File: config.mk
export PLATFORM = sky130hd
export DESIGN_NAME = bytecode_stream_unpacker_core
export DESIGN_NICKNAME = d
export VERILOG_FILES = /design/src/hw/rtl/bsu_pkg.sv /design/src/hw/rtl/bytecode_stream_unpacker_core.sv
export SDC_FILE = /design/constraint.sdc
export NUM_CORES = 1
export LEC_CHECK = 0
export BUFFER_PORTS_ARGS = -buffer_cell sky130_fd_sc_hd__buf_2
export CORE_ASPECT_RATIO = 0.5
export CORE_MARGIN = 1.5
export CORE_UTILIZATION = 31
export CTS_CLUSTER_DIAMETER = 40
export DETAILED_ROUTE_END_ITERATION = 8
export MAX_ROUTING_LAYER = met4
export SLEW_MARGIN = 10
export SYNTH_ARGS = -nofsm -noshare
export SYNTH_HDL_FRONTEND = slang
export SYNTH_SLANG_ARGS = --single-unit
File: constraint.sdc
create_clock -name clk_i -period 11.4 [get_ports clk_i]
set_input_delay 2.28 -clock clk_i [delete_from_list [all_inputs] [get_ports clk_i]]
set_output_delay 2.28 -clock clk_i [all_outputs]
set_load 0.05 [all_outputs]
File: src/hw/rtl/bsu_pkg.sv
`default_nettype none

package bsu_pkg;

  localparam int unsigned PosW      = 26;
  localparam int unsigned WordW     = 32;
  localparam int unsigned LimitW    = 7;
  localparam int unsigned OpW       = 6;
  localparam int unsigned MaskW     = 64;
  localparam int unsigned CfgIdxW   = 2;
  localparam int unsigned CfgDataW  = 64;
  localparam int unsigned MaxRes    = 3;
  localparam int unsigned ResCntW   = 2;
  localparam int unsigned FifoDepth = 4;
  localparam int unsigned FifoPtrW  = 2;
  localparam int unsigned FifoCntW  = 3;

  // reset value of the opcode limit register
  localparam logic [LimitW-1:0] LimitReset = 7'd64;

  // argument tags in the low two bits of an opcode byte
  localparam logic [1:0] TagByte = 2'd2;
  localparam logic [1:0] TagWord = 2'd3;

  // last byte of a four byte argument
  localparam logic [1:0] ArgLastByte = 2'd3;

  typedef enum logic [1:0] {
    OP_DATA   = 2'd0,
    OP_END    = 2'd1,
    OP_START  = 2'd2,
    OP_IGNORE = 2'd3
  } oper_e;

  typedef enum logic [2:0] {
    ST_WORD     = 3'd0,
    ST_TERM     = 3'd1,
    ST_BAD_OP   = 3'd2,
    ST_TRUNC    = 3'd3,
    ST_MISMATCH = 3'd4
  } status_e;

  typedef enum logic [1:0] {
    PH_OPCODE = 2'd0,
    PH_ARG1   = 2'd1,
    PH_ARG4   = 2'd2
  } phase_e;

  typedef enum logic [CfgIdxW-1:0] {
    REG_CODE_LEN  = 2'd0,
    REG_OP_LIMIT  = 2'd1,
    REG_LONG_MASK = 2'd2
  } cfg_reg_e;

  typedef struct packed {
    logic [WordW-1:0] code_word;
    logic [PosW-1:0]  word_index;
    status_e          status;
    logic             last;
  } result_t;

  // outcome of closing a word at a given index
  typedef struct packed {
    logic            emit;
    logic            stop;
    result_t         res;
    logic [PosW-1:0] next_pos;
  } fin_t;

  function automatic result_t make_res(input logic [WordW-1:0] word,
                                       input logic [PosW-1:0] idx,
                                       input status_e st);
    result_t r;
    r.code_word  = word;
    r.word_index = idx;
    r.status     = st;
    r.last       = 1'b0;
    return r;
  endfunction

  // word written at idx: check for overshoot or a regular end of section
  function automatic fin_t finish_word(input logic [PosW-1:0] idx,
                                       input logic [PosW-1:0] code_len,
                                       input logic [LimitW-1:0] limit);
    fin_t f;
    logic [PosW:0] nxt;
    nxt        = {1'b0, idx} + (PosW+1)'(1);
    f          = '0;
    f.next_pos = nxt[PosW-1:0];
    if (idx >= code_len) begin
      f.emit = 1'b1;
      f.stop = 1'b1;
      f.res  = make_res('0, nxt[PosW-1:0], ST_MISMATCH);
    end else if (nxt == {1'b0, code_len}) begin
      f.emit = 1'b1;
      f.stop = 1'b1;
      f.res  = make_res(WordW'(limit), nxt[PosW-1:0], ST_TERM);
    end
    return f;
  endfunction

  // position at or past the end while waiting for an opcode
  function automatic result_t end_reached(input logic [PosW-1:0] pos,
                                          input logic [PosW-1:0] code_len,
                                          input logic [LimitW-1:0] limit);
    if (pos == code_len) begin
      return make_res(WordW'(limit), pos, ST_TERM);
    end
    return make_res('0, pos, ST_MISMATCH);
  endfunction

endpackage

`default_nettype wire

File: src/hw/rtl/bytecode_stream_unpacker_core.sv
// Bytecode stream unpacker.
// Input stream: one beat per raw byte. s_axis_tuser carries the operation
// (data byte, input ended, start new section, ignore), s_axis_tdata the byte.
// Output stream: one beat per code word or status: tdata holds the code word
// and its index, tuser the status, tlast marks the final beat caused by one
// input beat. Errors and the terminator always carry tlast.
// Configuration: cfg_we_i writes cfg_data_i to register cfg_idx_i
// (0 code length, 1 opcode limit, 2 long mask); write only while idle.
// The results of an accepted input beat are registered in the result queue;
// with the queue empty, the first is shown in the cycle after that beat.
// Throughput: one input beat per cycle while each byte yields at most one
// result and the output is not stalled. A byte yielding two or three results
// takes one output beat per result; the input is held off by a four entry
// result queue, which takes a new beat whenever at most one result waits.
// Reset: the section state is cleared, code length 0, opcode limit 64,
// long mask 0, the result queue is emptied.
// A stalled receiver fills the queue; the input then stalls with no loss.
`default_nettype none

module bytecode_stream_unpacker_core (
  input  wire logic        clk_i,
  input  wire logic        rst_ni,
  // input beats
  input  wire logic        s_axis_tvalid,
  output      logic        s_axis_tready,
  input  wire logic [7:0]  s_axis_tdata,   // [7:0] data_byte
  input  wire logic [1:0]  s_axis_tuser,   // [1:0] operation
  // result beats
  output      logic        m_axis_tvalid,
  input  wire logic        m_axis_tready,
  output      logic [63:0] m_axis_tdata,   // [31:0] code_word, [57:32] word_index
  output      logic [2:0]  m_axis_tuser,   // [2:0] status
  output      logic        m_axis_tlast,
  // configuration writes
  input  wire logic        cfg_we_i,
  input  wire logic [1:0]  cfg_idx_i,
  input  wire logic [63:0] cfg_data_i
);

  // configuration registers
  logic [bsu_pkg::PosW-1:0]   code_len_q;
  logic [bsu_pkg::LimitW-1:0] op_limit_q;
  logic [bsu_pkg::MaskW-1:0]  long_mask_q;

  // section state
  bsu_pkg::phase_e             phase_q, phase_d;
  logic [1:0]                  abs_q, abs_d;
  logic [bsu_pkg::WordW-1:0]   acc_q, acc_d;
  logic [bsu_pkg::PosW-1:0]    pos_q, pos_d;
  logic                        stopped_q, stopped_d;

  // decode results
  bsu_pkg::result_t            res_d [bsu_pkg::MaxRes];
  logic [bsu_pkg::ResCntW-1:0] n_res;
  bsu_pkg::fin_t               fin;
  logic [bsu_pkg::WordW-1:0]   acc_new;
  logic [bsu_pkg::PosW-1:0]    pos_inc;
  logic [bsu_pkg::OpW-1:0]     opc;
  logic [1:0]                  tag;
  logic                        has_arg;
  logic                        in_acc;

  // result queue
  bsu_pkg::result_t             fifo_q [bsu_pkg::FifoDepth];
  logic [bsu_pkg::FifoPtrW-1:0] wr_ptr_q, rd_ptr_q;
  logic [bsu_pkg::FifoCntW-1:0] count_q;
  logic                         pop;
  bsu_pkg::result_t             head;

  assign in_acc        = s_axis_tvalid && s_axis_tready;
  assign s_axis_tready = (count_q <= bsu_pkg::FifoCntW'(1));
  assign pop           = m_axis_tvalid && m_axis_tready;

  // configuration write port
  always_ff @(posedge clk_i or negedge rst_ni) begin
    if (!rst_ni) begin
      code_len_q  <= '0;
      op_limit_q  <= bsu_pkg::LimitReset;
      long_mask_q <= '0;
    end else if (cfg_we_i) begin
      unique case (bsu_pkg::cfg_reg_e'(cfg_idx_i))
        bsu_pkg::REG_CODE_LEN:  code_len_q  <= cfg_data_i[bsu_pkg::PosW-1:0];
        bsu_pkg::REG_OP_LIMIT:  op_limit_q  <= cfg_data_i[bsu_pkg::LimitW-1:0];
        bsu_pkg::REG_LONG_MASK: long_mask_q <= cfg_data_i[bsu_pkg::MaskW-1:0];
        default: ;
      endcase
    end
  end

  // per-beat decode: next section state and up to three results
  assign opc     = s_axis_tdata[7:2];
  assign tag     = s_axis_tdata[1:0];
  assign has_arg = (tag != bsu_pkg::TagWord) || long_mask_q[opc];
  assign pos_inc = pos_q + bsu_pkg::PosW'(1);
  assign acc_new = acc_q | (bsu_pkg::WordW'(s_axis_tdata) << {abs_q, 3'b000});

  always_comb begin
    phase_d   = phase_q;
    abs_d     = abs_q;
    acc_d     = acc_q;
    pos_d     = pos_q;
    stopped_d = stopped_q;
    n_res     = '0;
    fin       = '0;
    for (int k = 0; k < bsu_pkg::MaxRes; k++) begin
      res_d[k] = '0;
    end

    if (in_acc) begin
      case (s_axis_tuser)
        bsu_pkg::OP_START: begin
          phase_d   = bsu_pkg::PH_OPCODE;
          abs_d     = '0;
          acc_d     = '0;
          pos_d     = '0;
          stopped_d = 1'b0;
          if (code_len_q == '0) begin
            res_d[0]  = bsu_pkg::make_res(bsu_pkg::WordW'(op_limit_q), '0,
                                          bsu_pkg::ST_TERM);
            n_res     = 2'd1;
            stopped_d = 1'b1;
          end
        end
        bsu_pkg::OP_END: begin
          if (!stopped_q) begin
            stopped_d = 1'b1;
            n_res     = 2'd1;
            if (phase_q == bsu_pkg::PH_OPCODE && pos_q >= code_len_q) begin
              res_d[0] = bsu_pkg::end_reached(pos_q, code_len_q, op_limit_q);
            end else begin
              phase_d  = bsu_pkg::PH_OPCODE;
              res_d[0] = bsu_pkg::make_res('0, pos_q, bsu_pkg::ST_TRUNC);
            end
          end
        end
        bsu_pkg::OP_DATA: begin
          if (!stopped_q) begin
            case (phase_q)
              bsu_pkg::PH_OPCODE: begin
                if (pos_q >= code_len_q) begin
                  res_d[0]  = bsu_pkg::end_reached(pos_q, code_len_q, op_limit_q);
                  n_res     = 2'd1;
                  stopped_d = 1'b1;
                end else if ({1'b0, opc} >= op_limit_q) begin
                  res_d[0]  = bsu_pkg::make_res(bsu_pkg::WordW'(opc), pos_q,
                                                bsu_pkg::ST_BAD_OP);
                  n_res     = 2'd1;
                  stopped_d = 1'b1;
                end else begin
                  res_d[0] = bsu_pkg::make_res(bsu_pkg::WordW'(opc), pos_q,
                                               bsu_pkg::ST_WORD);
                  if (!has_arg) begin
                    // opcode word alone
                    fin       = bsu_pkg::finish_word(pos_q, code_len_q, op_limit_q);
                    res_d[1]  = fin.res;
                    n_res     = fin.emit ? 2'd2 : 2'd1;
                    pos_d     = fin.next_pos;
                    stopped_d = fin.stop;
                  end else if (tag < bsu_pkg::TagByte) begin
                    // tag is the argument itself
                    res_d[1]  = bsu_pkg::make_res(bsu_pkg::WordW'(tag), pos_inc,
                                                  bsu_pkg::ST_WORD);
                    fin       = bsu_pkg::finish_word(pos_inc, code_len_q, op_limit_q);
                    res_d[2]  = fin.res;
                    n_res     = fin.emit ? 2'd3 : 2'd2;
                    pos_d     = fin.next_pos;
                    stopped_d = fin.stop;
                  end else if (tag == bsu_pkg::TagByte) begin
                    n_res   = 2'd1;
                    pos_d   = pos_inc;
                    phase_d = bsu_pkg::PH_ARG1;
                  end else begin
                    n_res   = 2'd1;
                    pos_d   = pos_inc;
                    phase_d = bsu_pkg::PH_ARG4;
                    abs_d   = '0;
                    acc_d   = '0;
                  end
                end
              end
              bsu_pkg::PH_ARG1: begin
                phase_d   = bsu_pkg::PH_OPCODE;
                res_d[0]  = bsu_pkg::make_res(bsu_pkg::WordW'(s_axis_tdata), pos_q,
                                              bsu_pkg::ST_WORD);
                fin       = bsu_pkg::finish_word(pos_q, code_len_q, op_limit_q);
                res_d[1]  = fin.res;
                n_res     = fin.emit ? 2'd2 : 2'd1;
                pos_d     = fin.next_pos;
                stopped_d = fin.stop;
              end
              default: begin
                // four byte argument, least significant byte first
                if (abs_q == bsu_pkg::ArgLastByte) begin
                  phase_d   = bsu_pkg::PH_OPCODE;
                  abs_d     = '0;
                  acc_d     = '0;
                  res_d[0]  = bsu_pkg::make_res(acc_new, pos_q, bsu_pkg::ST_WORD);
                  fin       = bsu_pkg::finish_word(pos_q, code_len_q, op_limit_q);
                  res_d[1]  = fin.res;
                  n_res     = fin.emit ? 2'd2 : 2'd1;
                  pos_d     = fin.next_pos;
                  stopped_d = fin.stop;
                end else begin
                  acc_d = acc_new;
                  abs_d = abs_q + 2'd1;
                end
              end
            endcase
          end
        end
        default: ;
      endcase
    end

    // mark the final result of this beat
    if (n_res != '0) begin
      res_d[n_res - 2'd1].last = 1'b1;
    end
  end

  // section state registers
  always_ff @(posedge clk_i or negedge rst_ni) begin
    if (!rst_ni) begin
      phase_q   <= bsu_pkg::PH_OPCODE;
      abs_q     <= '0;
      acc_q     <= '0;
      pos_q     <= '0;
      stopped_q <= 1'b0;
    end else begin
      phase_q   <= phase_d;
      abs_q     <= abs_d;
      acc_q     <= acc_d;
      pos_q     <= pos_d;
      stopped_q <= stopped_d;
    end
  end

  // result queue storage
  always_ff @(posedge clk_i) begin
    for (int k = 0; k < bsu_pkg::MaxRes; k++) begin
      if (bsu_pkg::ResCntW'(k) < n_res) begin
        fifo_q[wr_ptr_q + bsu_pkg::FifoPtrW'(k)] <= res_d[k];
      end
    end
  end

  // result queue pointers
  always_ff @(posedge clk_i or negedge rst_ni) begin
    if (!rst_ni) begin
      wr_ptr_q <= '0;
      rd_ptr_q <= '0;
      count_q  <= '0;
    end else begin
      wr_ptr_q <= wr_ptr_q + bsu_pkg::FifoPtrW'(n_res);
      rd_ptr_q <= rd_ptr_q + bsu_pkg::FifoPtrW'(pop);
      count_q  <= count_q + bsu_pkg::FifoCntW'(n_res) - bsu_pkg::FifoCntW'(pop);
    end
  end

  // output beat
  assign head          = fifo_q[rd_ptr_q];
  assign m_axis_tvalid = (count_q != '0);
  assign m_axis_tdata  = {6'b0, head.word_index, head.code_word};
  assign m_axis_tuser  = head.status;
  assign m_axis_tlast  = head.last;

endmodule

`default_nettype wire

==> results of run 1 <==
## layout make-up
type / instances / area share, %
Antenna cell: 6 / 0.0530
Clock buffer: 67 / 5.32
Inverter: 78 / 1.03
Clock inverter: 41 / 1.75
Timing Repair Buffer: 186 / 3.68
Tap cell: 1036 / 4.58
Sequential cell: 415 / 41.1
Multi-Input combinational cell: 1709 / 42.5
## cell usage in the layout, fill, tap and decap left out, types with 30 or more instances in the layout
cell and count:
sky130_fd_sc_hd__buf_4 42, sky130_fd_sc_hd__mux4_2 78, sky130_fd_sc_hd__dfrtp_1 164, sky130_fd_sc_hd__a211oi_1 30
sky130_fd_sc_hd__nor2_1 305, sky130_fd_sc_hd__ha_1 66, sky130_fd_sc_hd__a21oi_1 138, sky130_fd_sc_hd__xnor2_1 62
sky130_fd_sc_hd__o21ai_0 152, sky130_fd_sc_hd__nand3_1 74, sky130_fd_sc_hd__nand2_1 213, sky130_fd_sc_hd__nor3_1 38
sky130_fd_sc_hd__edfxtp_1 248, sky130_fd_sc_hd__nand4_1 37, sky130_fd_sc_hd__buf_2 143, sky130_fd_sc_hd__mux2_2 73
sky130_fd_sc_hd__clkbuf_16 59, sky130_fd_sc_hd__inv_1 76
## power groups by stage
stage / combinational [W] / clock [W] / sequential (W)
after detailed placement: 0.00169 / 0 / 0.00188
after CTS: 0.00169 / 0.00187 / 0.00186
final: 0.00169 / 0.00185 / 0.00186
after global placement: 0.00168 / 0 / 0.00188
after floorplan: 0.00130 / 0 / 0.00179
after global routing: 0.00178 / 0.00193 / 0.00187
## routing by layer
metal  track usage (%)  share of wire, %  vias to the layer above
li1                  -                 -                     8961
met1              28.6                43                     9884
met2              30.4                45                      991
met3              3.44               9.5                      154
met4              5.96               2.6                        0
met5                 -                 0                        -
## worst register-to-register path, stage by stage (launching register included)
cell                        delay (ps)
sky130_fd_sc_hd__dfrtp_1           820
sky130_fd_sc_hd__nand4_1           610
sky130_fd_sc_hd__nor4_2            370
sky130_fd_sc_hd__buf_4             240
sky130_fd_sc_hd__nand2_1            90
sky130_fd_sc_hd__xnor2_1           680
sky130_fd_sc_hd__inv_1             280
sky130_fd_sc_hd__ha_1              370
sky130_fd_sc_hd__nand4_1           100
sky130_fd_sc_hd__nor3_1            390
sky130_fd_sc_hd__o2111ai_1         430
sky130_fd_sc_hd__a32oi_1           670
sky130_fd_sc_hd__nor2_1            120
sky130_fd_sc_hd__nor2_1            360
sky130_fd_sc_hd__inv_1             350
sky130_fd_sc_hd__nor3_2            900
sky130_fd_sc_hd__o211ai_1          190
sky130_fd_sc_hd__buf_4             270
sky130_fd_sc_hd__nand2_1           780
sky130_fd_sc_hd__nor2_1            140
## state kept, by name, indices dropped and copies added (netlist names)
register / count
fifo_q: 248
stopped_q: 1
rd_ptr_q: 2
long_mask_q: 64
phase_q: 2
abs_q: 2
wr_ptr_q: 2
code_len_q: 26
count_q: 3
op_limit_q: 7
pos_q: 26
acc_q: 32
## worst max path at each step
stage | startpoint | endpoint
2_1_floorplan | s_axis_tdata[2] | fifo_q[2][0]$_DFFE_PP_
3_3_place_gp | s_axis_tdata[2] | fifo_q[0][48]$_SDFFCE_PP0P_
3_5_place_dp | s_axis_tdata[2] | fifo_q[0][39]$_SDFFCE_PP0P_
4_1_cts | pos_q[5]$_DFFE_PN0P_ | fifo_q[0][39]$_SDFFCE_PP0P_
5_1_grt | pos_q[5]$_DFFE_PN0P_ | fifo_q[0][39]$_SDFFCE_PP0P_
6_report | pos_q[5]$_DFFE_PN0P_ | fifo_q[0][39]$_SDFFCE_PP0P_
## kinds of logic after synthesis
kind of cell,synth area share [%]
fa+ha+maj,3.44
xor+xnor,3.65
compound gates,14.2
other cells,0.0153
simple gates,16.3
buf+inv,4.24
mux,10.8
flops,47.3
## per-stage QoR
stage / std cells / worst slack [ps]
floorplan: 2375 / 957
global placement: 3424 / 2880
detailed placement: 3424 / 2700
CTS: 3532 / 3110
global route: 3538 / 2200
finish: 3538 / 2990
==> metrics.json, run 1 <==
{
  "status": {
    "outcome": "finished, final reports clean"
  },
  "timing": {
    "rsz0062_at_grt": "false",
    "min_period_over_period_pct": 73.8,
    "final_period_minus_worst_setup_slack_ps": 8410,
    "fmax_mhz": 119,
    "timing.final.hold_violations": 0,
    "finalSetupTns_ps": 0,
    "tightest_slew_ps": 1280,
    "hold-worst-slack_ps": 487,
    "skew_ps": 34.5,
    "slew_violations": 0,
    "report.final.setup_viol": 0,
    "slew-limit-headroom_pct": 14.3
  },
  "setup_path": {
    "timing.critical_path.to_type": "register",
    "critical_path.max_fanout": 25,
    "cp-start-kind": "register",
    "r2r-end": "fifo_q[0][39]$_SDFFCE_PP0P_",
    "critical_path_cell_count": 19,
    "critical_path.slowest_cell": "sky130_fd_sc_hd__nor3_2",
    "crit_type": "register to register",
    "reg2reg_from": "pos_q[5]$_DFFE_PN0P_",
    "critical_path.cell_chain": "nand4_1 > nor4_2 > buf_4 > nand2_1 > xnor2_1 > inv_1 > ha_1 > nand4_1 > nor3_1 > o2111ai_1 > a32oi_1 > nor2_1 > nor2_1 > inv_1 > nor3_2 > o211ai_1 > buf_4 > nand2_1 > nor2_1",
    "r2r_slack_ps": 2990,
    "timing.critical_path.arrival_ps": 8760,
    "timing.critical_path.buf_inv": 4,
    "critical-path-top-delay-family": "simple AND/OR/NAND/NOR gates",
    "crit_required_ps": 11740,
    "worstRegToRegCells": 19,
    "critical_path_s_most_frequent_cell": "sky130_fd_sc_hd__nor2_1",
    "critical_path.max_stage_delay_ps": 900
  },
  "pwr": {
    "power.ir.vdd_worst_v": 0.000143,
    "power_w": 0.00539,
    "net-switching-power_w": 0.00202,
    "cell_internal_pwr_w": 0.00336,
    "power_density_nw_per_um2": 190,
    "pwr-share-seq_pct": 34.5,
    "share_clk_of_total_power_pct": 34.2,
    "switching_share_pct": 37.6,
    "power.share.combinational_pct": 31.3,
    "static_leakage_nw": 11.0
  },
  "worst_hold_path": {
    "min_from": "acc_q[6]$_DFFE_PN0P_",
    "worst_hold_path.num_cells": 2,
    "hold_class": "register to register",
    "worstHoldEndpoint": "acc_q[6]$_DFFE_PN0P_"
  },
  "clocking": {
    "cell_at_the_root_of_the_clock_tree": "sky130_fd_sc_hd__clkbuf_16",
    "tritoncts.num_buffers": 57,
    "postCtsHoldBufs": 0,
    "clock_tree.htree_level_count": 2,
    "clkSinkCount": 415,
    "ctsResizeCount": 0,
    "clock_tree_from_tritoncts": "done",
    "clock_latency_of_the_later_clocked_register_in_the_worst_skew_pair_ps": 640,
    "post_cts.repair.setup_buffers": 0,
    "ctsLongestPathBuffers": 3,
    "path_clk_slew_ps": 60
  },
  "die": {
    "floorplan.initialDensity_pct": 31.6,
    "pin_count": 151,
    "die_area_sq_um": 81100,
    "die_width_um": 401,
    "coreArea_sq_um": 77800,
    "rows": 72,
    "die_height_um": 202
  },
  "job": {
    "max_cap_violations": 0
  },
  "placement": {
    "io_buffer_count": 144,
    "detailed_place_hpwl_mm": 58.5,
    "place_area_sq_um": 26300,
    "place_congestion": 0.966
  },
  "layout": {
    "footprint_of_the_multi_input_gates_sq_um": 12000,
    "register_area_sq_um": 11600,
    "final_area_sq_um": 28300,
    "finalNetCount": 2595,
    "drive_gt1_share_pct": 19.5,
    "nFillCells": 7761,
    "layout.core_utilization_pct": 36.4,
    "syn2layout_area_growth_pct": 15.3
  },
  "detailed_routing": {
    "detail_route.drc_violations": 0,
    "router_iterations_before_antenna_repair": 7,
    "drt_wl_total_mm": 82.1,
    "routed_via_density": 5.65,
    "postRouteAntennaNets": 0,
    "via_count": 20000,
    "drt-wirelength-per-cell_um": 23.2,
    "detail_route.iter0.violations": 2222
  },
  "synth": {
    "synth_cell_types": 93,
    "synth_area_leaders": "sky130_fd_sc_hd__edfxtp_1, sky130_fd_sc_hd__dfrtp_1, sky130_fd_sc_hd__mux4_2, sky130_fd_sc_hd__nor2_1, sky130_fd_sc_hd__ha_1",
    "yosysWarningCount": 0,
    "synthTopCellsByCount": "sky130_fd_sc_hd__nor2_1, sky130_fd_sc_hd__edfxtp_1, sky130_fd_sc_hd__nand2_1, sky130_fd_sc_hd__dfrtp_1, sky130_fd_sc_hd__o21ai_0",
    "synth-main-ff-cell": "sky130_fd_sc_hd__edfxtp_1",
    "yosys.cell_count.top_type": "sky130_fd_sc_hd__nor2_1",
    "yosys.area.top_type": "sky130_fd_sc_hd__edfxtp_1",
    "synth_enable_flop_cells": 248,
    "synthesized_instance_count": 2370,
    "synth.cell_area_sq_um": 24600,
    "synthArstFlopShare_pct": 40.2,
    "synth_top_area_share_pct": 30.3,
    "synth_seq_area_share_pct": 47.3,
    "avgSynthCellArea_sq_um": 10.4,
    "yosys_register_bits": 415
  },
  "global_route": {
    "grt_antenna_before_repair": 6,
    "grt_first_pass_wirelength_mm": 123,
    "grt_pass1_vias": 18800,
    "grt.overflow.total": 0,
    "global_route.usage.total_pct": 20.4,
    "grt_start_max_net_pins": 71
  }
}
No activity file was read; power rests on OpenSTA's default activity.
==> run 2: changes to the inputs <==
- clock period: 11.4 -> 8.1 ns (I/O delays scaled with it)
==> run 2 against run 1 <==
- sequential power up 42%
- register-to-register slack lost 2400 ps
- combinational power grew 39%
- utilization is 0.19 points higher
- highest routed layer unchanged
==> metrics.json, run 2 (same netlist as run 1, synthesis figures left out) <==
{
  "worst_hold_path": {
    "worstHoldEndpoint": {"value": "acc_q[4]$_DFFE_PN0P_", "change": "was acc_q[6]$_DFFE_PN0P_"},
    "worst_hold_path.num_cells": {"value": 2, "change": "unchanged"},
    "min_from": {"value": "acc_q[4]$_DFFE_PN0P_", "change": "was acc_q[6]$_DFFE_PN0P_"},
    "hold_class": {"value": "register to register", "change": "unchanged"}
  },
  "detailed_routing": {
    "detail_route.iter0.violations": {"value": 2331, "change": "was 2,222"},
    "met3WireLength": {"value": 8.34, "unit": "mm", "change": "was 7.80 mm"},
    "top_layer": {"value": "met4", "change": "unchanged"},
    "via_count": {"value": 20100, "change": "was 20,000"},
    "routed_via_density": {"value": 5.65, "change": "about the same"},
    "drt_wl_total": {"value": 85.1, "unit": "mm", "change": "was 82.1 mm"},
    "router_iterations_before_antenna_repair": {"value": 6, "change": "was 7"},
    "wl_met2": {"value": 38.1, "unit": "mm", "change": "was 36.6 mm"},
    "wl_met1": {"value": 36.9, "unit": "mm", "change": "was 35.6 mm"},
    "drt-wirelength-per-cell": {"value": 23.9, "unit": "um", "change": "was 23.2 um"},
    "detail_route.drc_violations": {"value": 0, "change": "unchanged"},
    "postRouteAntennaNets": {"value": 0, "change": "unchanged"}
  },
  "pwr": {
    "power_density": {"value": 264, "unit": "nW/um^2", "change": "was 190 nW/um^2"},
    "power.ir.vdd_worst": {"value": 0.000211, "unit": "V", "change": "was 0.000143 V"},
    "static_leakage": {"value": 11.1, "unit": "nW", "change": "was 11.0 nW"}
  },
  "placement": {
    "place_congestion": {"value": 0.951, "change": "was 0.966"},
    "io_buffer_count": {"value": 144, "change": "unchanged"},
    "place_area": {"value": 26500, "unit": "sq um", "change": "was 26,300 sq um"},
    "dp.cells": {"value": 3451, "change": "was 3,424"},
    "detailed_place_hpwl": {"value": 60.2, "unit": "mm", "change": "was 58.5 mm"},
    "place_worst_setup_slack": {"value": 828, "unit": "ps", "change": "was 2700 ps"}
  },
  "setup_path": {
    "critical_path_s_most_frequent_cell": {"value": "sky130_fd_sc_hd__buf_4", "change": "was sky130_fd_sc_hd__nor2_1"},
    "r2r_slack": {"value": 590, "unit": "ps", "change": "was 2990 ps"},
    "r2r-end": {"value": "fifo_q[2][29]$_DFFE_PP_", "change": "was fifo_q[0][39]$_SDFFCE_PP0P_"},
    "critical_path.cell_chain": {"value": "buf_4 > nand4_1 > nor4_2 > buf_4 > nand2_1 > xnor2_1 > inv_1 > ha_1 > nand4_1 > nor3_1 > o2111ai_1 > a32oi_1 > nor2_1 > nor2_1 > inv_1 > or2_2 > nor3_2 > buf_4 > nor3_1 > a211o_1", "change": "was nand4_1 > nor4_2 > buf_4 > nand2_1 > xnor2_1 > inv_1 > ha_1 > nand4_1 > nor3_1 > o2111ai_1 > a32oi_1 > nor2_1 > nor2_1 > inv_1 > nor3_2 > o211ai_1 > buf_4 > nand2_1 > nor2_1"},
    "crit_type": {"value": "register to register", "change": "unchanged"},
    "timing.critical_path.arrival": {"value": 7890, "unit": "ps", "change": "was 8760 ps"},
    "critical_path_cell_count": {"value": 20, "change": "was 19"},
    "crit_required": {"value": 8480, "unit": "ps", "change": "was 11,740 ps"},
    "critical_path.slowest_cell": {"value": "sky130_fd_sc_hd__xnor2_1", "change": "was sky130_fd_sc_hd__nor3_2"},
    "timing.critical_path.to_type": {"value": "register", "change": "unchanged"},
    "critical-path-top-delay-family": {"value": "simple AND/OR/NAND/NOR gates", "change": "unchanged"},
    "critical_path.max_stage_delay": {"value": 730, "unit": "ps", "change": "was 900 ps"},
    "timing.critical_path.buf_inv": {"value": 5, "change": "was 4"},
    "cp-start-kind": {"value": "register", "change": "unchanged"},
    "worstRegToRegCells": {"value": 20, "change": "was 19"},
    "reg2reg_from": {"value": "pos_q[8]$_DFFE_PN0P_", "change": "was pos_q[5]$_DFFE_PN0P_"},
    "critical_path.max_fanout": {"value": 13, "change": "was 25"}
  },
  "clocking": {
    "ctsLongestPathBuffers": {"value": 3, "change": "unchanged"},
    "tritoncts.num_buffers": {"value": 55, "change": "was 57"},
    "ctsResizeCount": {"value": 0, "change": "unchanged"},
    "path_clk_slew": {"value": 60, "unit": "ps", "change": "about the same"},
    "clock_latency_of_the_later_clocked_register_in_the_worst_skew_pair": {"value": 650, "unit": "ps", "change": "was 640 ps"},
    "clkSinkCount": {"value": 415, "change": "unchanged"},
    "post_cts.repair.setup_buffers": {"value": 0, "change": "unchanged"},
    "cell_at_the_root_of_the_clock_tree": {"value": "sky130_fd_sc_hd__clkbuf_16", "change": "unchanged"},
    "clock_tree_from_tritoncts": {"value": "done", "change": "unchanged"},
    "clock_tree.htree_level_count": {"value": 2, "change": "unchanged"},
    "postCtsHoldBufs": {"value": 0, "change": "unchanged"}
  },
  "layout": {
    "register_area": {"value": 11600, "unit": "sq um", "change": "unchanged"},
    "final_area": {"value": 28500, "unit": "sq um", "change": "was 28,300 sq um"},
    "register_bank_with_the_most_flops": {"value": "fifo_q", "change": "unchanged"},
    "finalNetCount": {"value": 2620, "change": "was 2,595"},
    "nFillCells": {"value": 7745, "change": "was 7,761"},
    "layout.core_utilization": {"value": 36.6, "unit": "%", "change": "was 36.4%"},
    "final_cell_mix": {"value": "sky130_fd_sc_hd__nor2_1, sky130_fd_sc_hd__edfxtp_1, sky130_fd_sc_hd__nand2_1, sky130_fd_sc_hd__dfrtp_1, sky130_fd_sc_hd__o21ai_0", "change": "unchanged"},
    "largest_reg_flops": {"value": 248, "change": "unchanged"},
    "footprint_of_the_multi_input_gates": {"value": 12000, "unit": "sq um", "change": "unchanged"},
    "final_cell_count_no_fill": {"value": 3554, "change": "was 3,538"},
    "reg.largest.list": {"value": "fifo_q: 248 flops, long_mask_q: 64 flops, acc_q: 32 flops", "change": "unchanged"},
    "layout.cells.most_common": {"value": "sky130_fd_sc_hd__nor2_1", "change": "unchanged"},
    "drive_gt1_share": {"value": 20.2, "unit": "%", "change": "was 19.5%"},
    "syn2layout_area_growth": {"value": 15.9, "unit": "%", "change": "was 15.3%"}
  },
  "global_route": {
    "grt_antenna_before_repair": {"value": 2, "change": "was 6"},
    "global_route.usage.total": {"value": 21.2, "unit": "%", "change": "was 20.4%"},
    "grt.overflow.total": {"value": 0, "change": "unchanged"},
    "grt_start_max_net_pins": {"value": 71, "change": "unchanged"},
    "grt_pass1_vias": {"value": 19100, "change": "was 18,800"},
    "grt_first_pass_wirelength": {"value": 127, "unit": "mm", "change": "was 123 mm"}
  },
  "timing": {
    "finalSetupTns": {"value": 0, "unit": "ps", "change": "unchanged"},
    "skew": {"value": 52.6, "unit": "ps", "change": "was 34.5 ps"},
    "slew-limit-headroom": {"value": 26.0, "unit": "%", "change": "was 14.3%"},
    "fmax": {"value": 133, "unit": "MHz", "change": "was 119 MHz"},
    "slew_violations": {"value": 0, "change": "unchanged"},
    "tightest_slew": {"value": 1110, "unit": "ps", "change": "was 1280 ps"},
    "rsz0062_at_grt": {"value": "false", "change": "unchanged"},
    "min_period_over_period": {"value": 92.7, "unit": "%", "change": "was 73.8%"},
    "timing.final.hold_violations": {"value": 0, "change": "unchanged"},
    "least_setup_slack_across_all_paths_after_layout": {"value": 589, "unit": "ps", "change": "was 2990 ps"},
    "report.final.setup_viol": {"value": 0, "change": "unchanged"},
    "final_period_minus_worst_setup_slack": {"value": 7510, "unit": "ps", "change": "was 8410 ps"}
  },
  "die": {
    "die_width": {"value": 401, "unit": "um", "change": "unchanged"},
    "die_area": {"value": 81100, "unit": "sq um", "change": "unchanged"},
    "floorplan.initialDensity": {"value": 31.6, "unit": "%", "change": "unchanged"},
    "coreArea": {"value": 77800, "unit": "sq um", "change": "unchanged"},
    "die_height": {"value": 202, "unit": "um", "change": "unchanged"},
    "pin_count": {"value": 151, "change": "unchanged"},
    "rows": {"value": 72, "change": "unchanged"}
  },
  "job": {
    "max_cap_violations": {"value": 0, "change": "unchanged"}
  },
  "status": {
    "outcome": {"value": "finished, final reports clean", "change": "unchanged"}
  }
}
[run 2: cell count changes in the layout (fill, tap and decap cells not counted), sizes merged]
cell / delta
clkinv: -8
inv: -5
clkinvlp: +5
clkbuf: +1
buf: +27
diode: -4
[run 2: through the flow]
stage	hold slack (ps)	total power, W
after floorplan	454	0.00435
after global placement	471	0.00503
after detailed placement	479	0.00505
after CTS	493	0.00757
after global routing	508	0.00780
final	492	0.00753
[run 2: cell type report]
type,count,share of cell area [%]
Tap cell,1036,4.55
Inverter,78,1.03
Clock inverter,33,1.61
Timing Repair Buffer,213,4.46
Multi-Input combinational cell,1709,42.3
Clock buffer,68,5.19
Sequential cell,415,40.9
Antenna cell,2,0.0176
[run 2: report_power, final]
group / internal [W] / switching [W] / total, W
clock network: 0.00151 / 0.00102 / 0.00253
logic: 0.000775 / 0.00158 / 0.00235
registers: 0.00241 / 0.000238 / 0.00264
total: 0.00469 / 0.00283 / 0.00753
[run 2: per-layer routing]
layer,GRT usage [%],up-vias
li1,-,8993
met1,29.5,10000
met2,32.0,952
met3,4.35,105
met4,4.56,0
met5,-,-
[run 2: worst max path at each step]
stage                                    to  slack (ps)                 start
floorplan            fifo_q[1][0]$_DFFE_PP_       -1240       s_axis_tdata[2]
global placement    fifo_q[2][29]$_DFFE_PP_         910  pos_q[1]$_DFFE_PN0P_
detailed placement  fifo_q[2][29]$_DFFE_PP_         830  pos_q[1]$_DFFE_PN0P_
CTS                 fifo_q[2][29]$_DFFE_PP_         790  pos_q[8]$_DFFE_PN0P_
global route        fifo_q[2][29]$_DFFE_PP_         120  pos_q[8]$_DFFE_PN0P_
finish              fifo_q[2][29]$_DFFE_PP_         590  pos_q[8]$_DFFE_PN0P_
[run 2: worst register-to-register path, cell delays in order, from the launching register on]
cell	delay (ps)
sky130_fd_sc_hd__dfrtp_1	320
sky130_fd_sc_hd__buf_4	230
sky130_fd_sc_hd__nand4_1	540
sky130_fd_sc_hd__nor4_2	420
sky130_fd_sc_hd__buf_4	260
sky130_fd_sc_hd__nand2_1	90
sky130_fd_sc_hd__xnor2_1	730
sky130_fd_sc_hd__inv_1	320
sky130_fd_sc_hd__ha_1	400
sky130_fd_sc_hd__nand4_1	100
sky130_fd_sc_hd__nor3_1	410
sky130_fd_sc_hd__o2111ai_1	430
sky130_fd_sc_hd__a32oi_1	730
sky130_fd_sc_hd__nor2_1	120
sky130_fd_sc_hd__nor2_1	310
sky130_fd_sc_hd__inv_1	340
sky130_fd_sc_hd__or2_2	410
sky130_fd_sc_hd__nor3_2	470
sky130_fd_sc_hd__buf_4	320
sky130_fd_sc_hd__nor3_1	60
sky130_fd_sc_hd__a211o_1	280
==> run 3: changes to the inputs <==
- CELL_PAD_IN_SITES_DETAIL_PLACEMENT: not set -> 0
- CELL_PAD_IN_SITES_GLOBAL_PLACEMENT: not set -> 2
- PLACE_DENSITY_LB_ADDON: not set -> 0.1
==> run 3 against run 2 <==
- setup slack better by 760 ps
- sequential share of layout area decreased by 0.39 points
- via count is 2.4% lower
- combinational power rose by 2%
- cell area rose by 0.95%
- highest routed layer unchanged
- clock power barely moved
- flip-flop and latch count unchanged
- final cell count rose by 0.68%
- routed wire length increased by 14%
- total power up 1.1%
==> metrics.json, run 3 (same netlist as run 1, synthesis figures left out) <==
{
  "detailed_routing": {
    "drt_wl_total": {"value": 96.9, "unit": "mm", "change": "was 85.1 mm"},
    "drt-wirelength-per-cell": {"value": 27.1, "unit": "um", "change": "was 23.9 um"},
    "postRouteAntennaNets": {"value": 0, "change": "unchanged"},
    "router_iterations_before_antenna_repair": {"value": 5, "change": "was 6"},
    "detail_route.drc_violations": {"value": 0, "change": "unchanged"},
    "detail_route.iter0.violations": {"value": 1668, "change": "was 2,331"},
    "routed_via_density": {"value": 5.48, "change": "was 5.65"},
    "via_count": {"value": 19600, "change": "was 20,100"}
  },
  "timing": {
    "final_period_minus_worst_setup_slack": {"value": 6750, "unit": "ps", "change": "was 7510 ps"},
    "slew-limit-headroom": {"value": 16.2, "unit": "%", "change": "was 26.0%"},
    "min_period_over_period": {"value": 83.3, "unit": "%", "change": "was 92.7%"},
    "hold-worst-slack": {"value": 493, "unit": "ps", "change": "was 492 ps"},
    "fmax": {"value": 148, "unit": "MHz", "change": "was 133 MHz"},
    "report.final.setup_viol": {"value": 0, "change": "unchanged"},
    "skew": {"value": 40.3, "unit": "ps", "change": "was 52.6 ps"},
    "timing.final.hold_violations": {"value": 0, "change": "unchanged"},
    "slew_violations": {"value": 0, "change": "unchanged"},
    "tightest_slew": {"value": 1250, "unit": "ps", "change": "was 1110 ps"},
    "rsz0062_at_grt": {"value": "false", "change": "unchanged"}
  },
  "setup_path": {
    "critical_path_s_most_frequent_cell": {"value": "sky130_fd_sc_hd__buf_4", "change": "unchanged"},
    "critical-path-top-delay-family": {"value": "simple AND/OR/NAND/NOR gates", "change": "unchanged"},
    "r2r_slack": {"value": 1350, "unit": "ps", "change": "was 590 ps"},
    "timing.critical_path.buf_inv": {"value": 6, "change": "was 5"},
    "crit_required": {"value": 8440, "unit": "ps", "change": "was 8480 ps"},
    "worstRegToRegCells": {"value": 19, "change": "was 20"},
    "critical_path.max_stage_delay": {"value": 570, "unit": "ps", "change": "was 730 ps"},
    "critical_path_cell_count": {"value": 19, "change": "was 20"},
    "critical_path.slowest_cell": {"value": "sky130_fd_sc_hd__nor3_1", "change": "was sky130_fd_sc_hd__xnor2_1"},
    "cp-endpoint": {"value": "fifo_q[1][13]$_DFFE_PP_", "change": "was fifo_q[2][29]$_DFFE_PP_"},
    "timing.critical_path.arrival": {"value": 7090, "unit": "ps", "change": "was 7890 ps"},
    "r2r-end": {"value": "fifo_q[1][13]$_DFFE_PP_", "change": "was fifo_q[2][29]$_DFFE_PP_"},
    "cp-start-kind": {"value": "register", "change": "unchanged"},
    "critical_path.max_fanout": {"value": 21, "change": "was 13"},
    "crit_type": {"value": "register to register", "change": "unchanged"},
    "critical_path.cell_chain": {"value": "buf_4 > ha_1 > buf_4 > xnor2_1 > inv_1 > nand2_1 > or3_1 > a211oi_1 > nand2_1 > nor3_1 > xnor2_1 > nor4_2 > a31oi_4 > a21oi_2 > buf_4 > nand3_1 > o21ai_4 > buf_16 > buf_12", "change": "was buf_4 > nand4_1 > nor4_2 > buf_4 > nand2_1 > xnor2_1 > inv_1 > ha_1 > nand4_1 > nor3_1 > o2111ai_1 > a32oi_1 > nor2_1 > nor2_1 > inv_1 > or2_2 > nor3_2 > buf_4 > nor3_1 > a211o_1"},
    "crit_start": {"value": "pos_q[1]$_DFFE_PN0P_", "change": "was pos_q[8]$_DFFE_PN0P_"},
    "reg2reg_from": {"value": "pos_q[1]$_DFFE_PN0P_", "change": "was pos_q[8]$_DFFE_PN0P_"},
    "timing.critical_path.to_type": {"value": "register", "change": "unchanged"}
  },
  "job": {
    "max_cap_violations": {"value": 0, "change": "unchanged"}
  },
  "die": {
    "coreArea": {"value": 77800, "unit": "sq um", "change": "unchanged"},
    "pin_count": {"value": 151, "change": "unchanged"},
    "floorplan.initialDensity": {"value": 31.6, "unit": "%", "change": "unchanged"},
    "die_width": {"value": 401, "unit": "um", "change": "unchanged"},
    "die_height": {"value": 202, "unit": "um", "change": "unchanged"},
    "rows": {"value": 72, "change": "unchanged"},
    "die_area": {"value": 81100, "unit": "sq um", "change": "unchanged"}
  },
  "global_route": {
    "grt_first_pass_wirelength": {"value": 141, "unit": "mm", "change": "was 127 mm"},
    "grt_util_met1": {"value": 34.4, "unit": "%", "change": "was 29.5%"},
    "grt_antenna_before_repair": {"value": 3, "change": "was 2"},
    "grt.met3_usage": {"value": 6.35, "unit": "%", "change": "was 4.35%"},
    "grt.overflow.total": {"value": 0, "change": "unchanged"},
    "grt_pass1_vias": {"value": 19400, "change": "was 19,100"},
    "global_route.usage.total": {"value": 24.6, "unit": "%", "change": "was 21.2%"},
    "global_route.usage.met2": {"value": 36.1, "unit": "%", "change": "was 32.0%"},
    "grt_most_used_layer": {"value": "met2", "change": "unchanged"},
    "grt_start_max_net_pins": {"value": 71, "change": "unchanged"}
  },
  "pwr": {
    "power.ir.vdd_worst": {"value": 0.000210, "unit": "V", "change": "was 0.000211 V"},
    "static_leakage": {"value": 11.3, "unit": "nW", "change": "was 11.1 nW"},
    "power_density": {"value": 265, "unit": "nW/um^2", "change": "was 264 nW/um^2"}
  },
  "placement": {
    "place_congestion": {"value": 0.897, "change": "was 0.951"},
    "io_buffer_count": {"value": 144, "change": "unchanged"},
    "detailed_place_hpwl": {"value": 69.4, "unit": "mm", "change": "was 60.2 mm"}
  },
  "layout": {
    "largest_reg_flops": {"value": 248, "change": "unchanged"},
    "final_cell_mix": {"value": "sky130_fd_sc_hd__nor2_1, sky130_fd_sc_hd__edfxtp_1, sky130_fd_sc_hd__nand2_1, sky130_fd_sc_hd__dfrtp_1, sky130_fd_sc_hd__o21ai_0", "change": "unchanged"},
    "layout.core_utilization": {"value": 36.9, "unit": "%", "change": "was 36.6%"},
    "register_bank_with_the_most_flops": {"value": "fifo_q", "change": "unchanged"},
    "drive_gt1_share": {"value": 21.2, "unit": "%", "change": "was 20.2%"},
    "nFillCells": {"value": 7842, "change": "was 7,745"},
    "finalNetCount": {"value": 2646, "change": "was 2,620"},
    "reg.largest.list": {"value": "fifo_q: 248 flops, long_mask_q: 64 flops, acc_q: 32 flops", "change": "unchanged"},
    "syn2layout_area_growth": {"value": 17.0, "unit": "%", "change": "was 15.9%"},
    "layout.cells.most_common": {"value": "sky130_fd_sc_hd__nor2_1", "change": "unchanged"}
  },
  "clocking": {
    "cell_at_the_root_of_the_clock_tree": {"value": "sky130_fd_sc_hd__clkbuf_16", "change": "unchanged"},
    "clock_latency_of_the_later_clocked_register_in_the_worst_skew_pair": {"value": 650, "unit": "ps", "change": "about the same"},
    "clock_tree.htree_level_count": {"value": 2, "change": "unchanged"},
    "tritoncts.num_buffers": {"value": 53, "change": "was 55"},
    "post_cts.repair.setup_buffers": {"value": 0, "change": "unchanged"},
    "path_clk_slew": {"value": 60, "unit": "ps", "change": "about the same"},
    "clock_tree_from_tritoncts": {"value": "done", "change": "unchanged"},
    "ctsResizeCount": {"value": 0, "change": "unchanged"},
    "clkSinkCount": {"value": 415, "change": "unchanged"},
    "ctsLongestPathBuffers": {"value": 3, "change": "unchanged"},
    "postCtsHoldBufs": {"value": 0, "change": "unchanged"}
  },
  "worst_hold_path": {
    "hold_class": {"value": "register to register", "change": "unchanged"}
  },
  "status": {
    "outcome": {"value": "finished, final reports clean", "change": "unchanged"}
  }
}
## run 3: cell types whose count changed in the layout (fill, tap and decap cells not counted), sizes merged
cell | before | now
clkinv | 16 | 13
clkbuf | 68 | 62
clkinvlp | 6 | 3
inv | 83 | 93
diode | 2 | 1
buf | 213 | 240
## run 3: worst min-delay path by stage
stage / startpoint / endpoint / slack, ps / depth (start not counted)
detailed placement: acc_q[23]$_DFFE_PN0P_ / acc_q[23]$_DFFE_PN0P_ / 480 / 2
finish: acc_q[23]$_DFFE_PN0P_ / acc_q[23]$_DFFE_PN0P_ / 490 / 2
floorplan: acc_q[1]$_DFFE_PN0P_ / acc_q[1]$_DFFE_PN0P_ / 450 / 2
CTS: acc_q[23]$_DFFE_PN0P_ / acc_q[23]$_DFFE_PN0P_ / 500 / 2
global route: acc_q[4]$_DFFE_PN0P_ / acc_q[4]$_DFFE_PN0P_ / 520 / 2
global placement: acc_q[23]$_DFFE_PN0P_ / acc_q[23]$_DFFE_PN0P_ / 480 / 2
## run 3: final cells by class
class                           count  area (sq um)  area share [%]
Sequential cell                   415         11600            40.5
Multi-Input combinational cell   1709         12000            41.9
Clock inverter                     37           464            1.61
Clock buffer                       61          1400            4.86
Inverter                           78           293            1.02
Antenna cell                        1          2.50         0.00871
Tap cell                         1036          1300            4.51
Timing Repair Buffer              241          1620            5.62
## run 3: per-stage QoR
stage / setup TNS, ps / cells / area [sq um] / total power (W) / setup WS, ps
6_report: 0 / 3578 / 28700 / 0.00761 / 1350
5_1_grt: 0 / 3577 / 28700 / 0.00795 / 957
4_1_cts: 0 / 3576 / 28700 / 0.00772 / 1300
3_5_place_dp: 0 / 3478 / 26900 / 0.00515 / 1140
3_3_place_gp: 0 / 3478 / 26900 / 0.00515 / 1180
2_1_floorplan: -153440 / 2375 / 24600 / 0.00435 / -1240
## run 3: power by group
| part | internal (W) | leakage (nW) | switching [W] |
|---|---|---|---|
| sequential | 0.00240 | 4.49 | 0.000265 |
| clock | 0.00147 | 0.915 | 0.00108 |
| combinational | 0.000799 | 5.88 | 0.00160 |
## run 3: layer usage
metal,up-vias,routed length [um]
li1,9053,-
met1,9863,46000
met2,595,42000
met3,104,7390
met4,0,1450
met5,-,0
## run 3: worst reg2reg max path: stages, from the launching register on
cell,delay [ps]
sky130_fd_sc_hd__dfrtp_1,410
sky130_fd_sc_hd__buf_4,220
sky130_fd_sc_hd__ha_1,240
sky130_fd_sc_hd__buf_4,180
sky130_fd_sc_hd__xnor2_1,260
sky130_fd_sc_hd__inv_1,350
sky130_fd_sc_hd__nand2_1,120
sky130_fd_sc_hd__or3_1,430
sky130_fd_sc_hd__a211oi_1,510
sky130_fd_sc_hd__nand2_1,410
sky130_fd_sc_hd__nor3_1,570
sky130_fd_sc_hd__xnor2_1,190
sky130_fd_sc_hd__nor4_2,530
sky130_fd_sc_hd__a31oi_4,380
sky130_fd_sc_hd__a21oi_2,260
sky130_fd_sc_hd__buf_4,320
sky130_fd_sc_hd__nand3_1,240
sky130_fd_sc_hd__o21ai_4,350
sky130_fd_sc_hd__buf_16,250
sky130_fd_sc_hd__buf_12,210
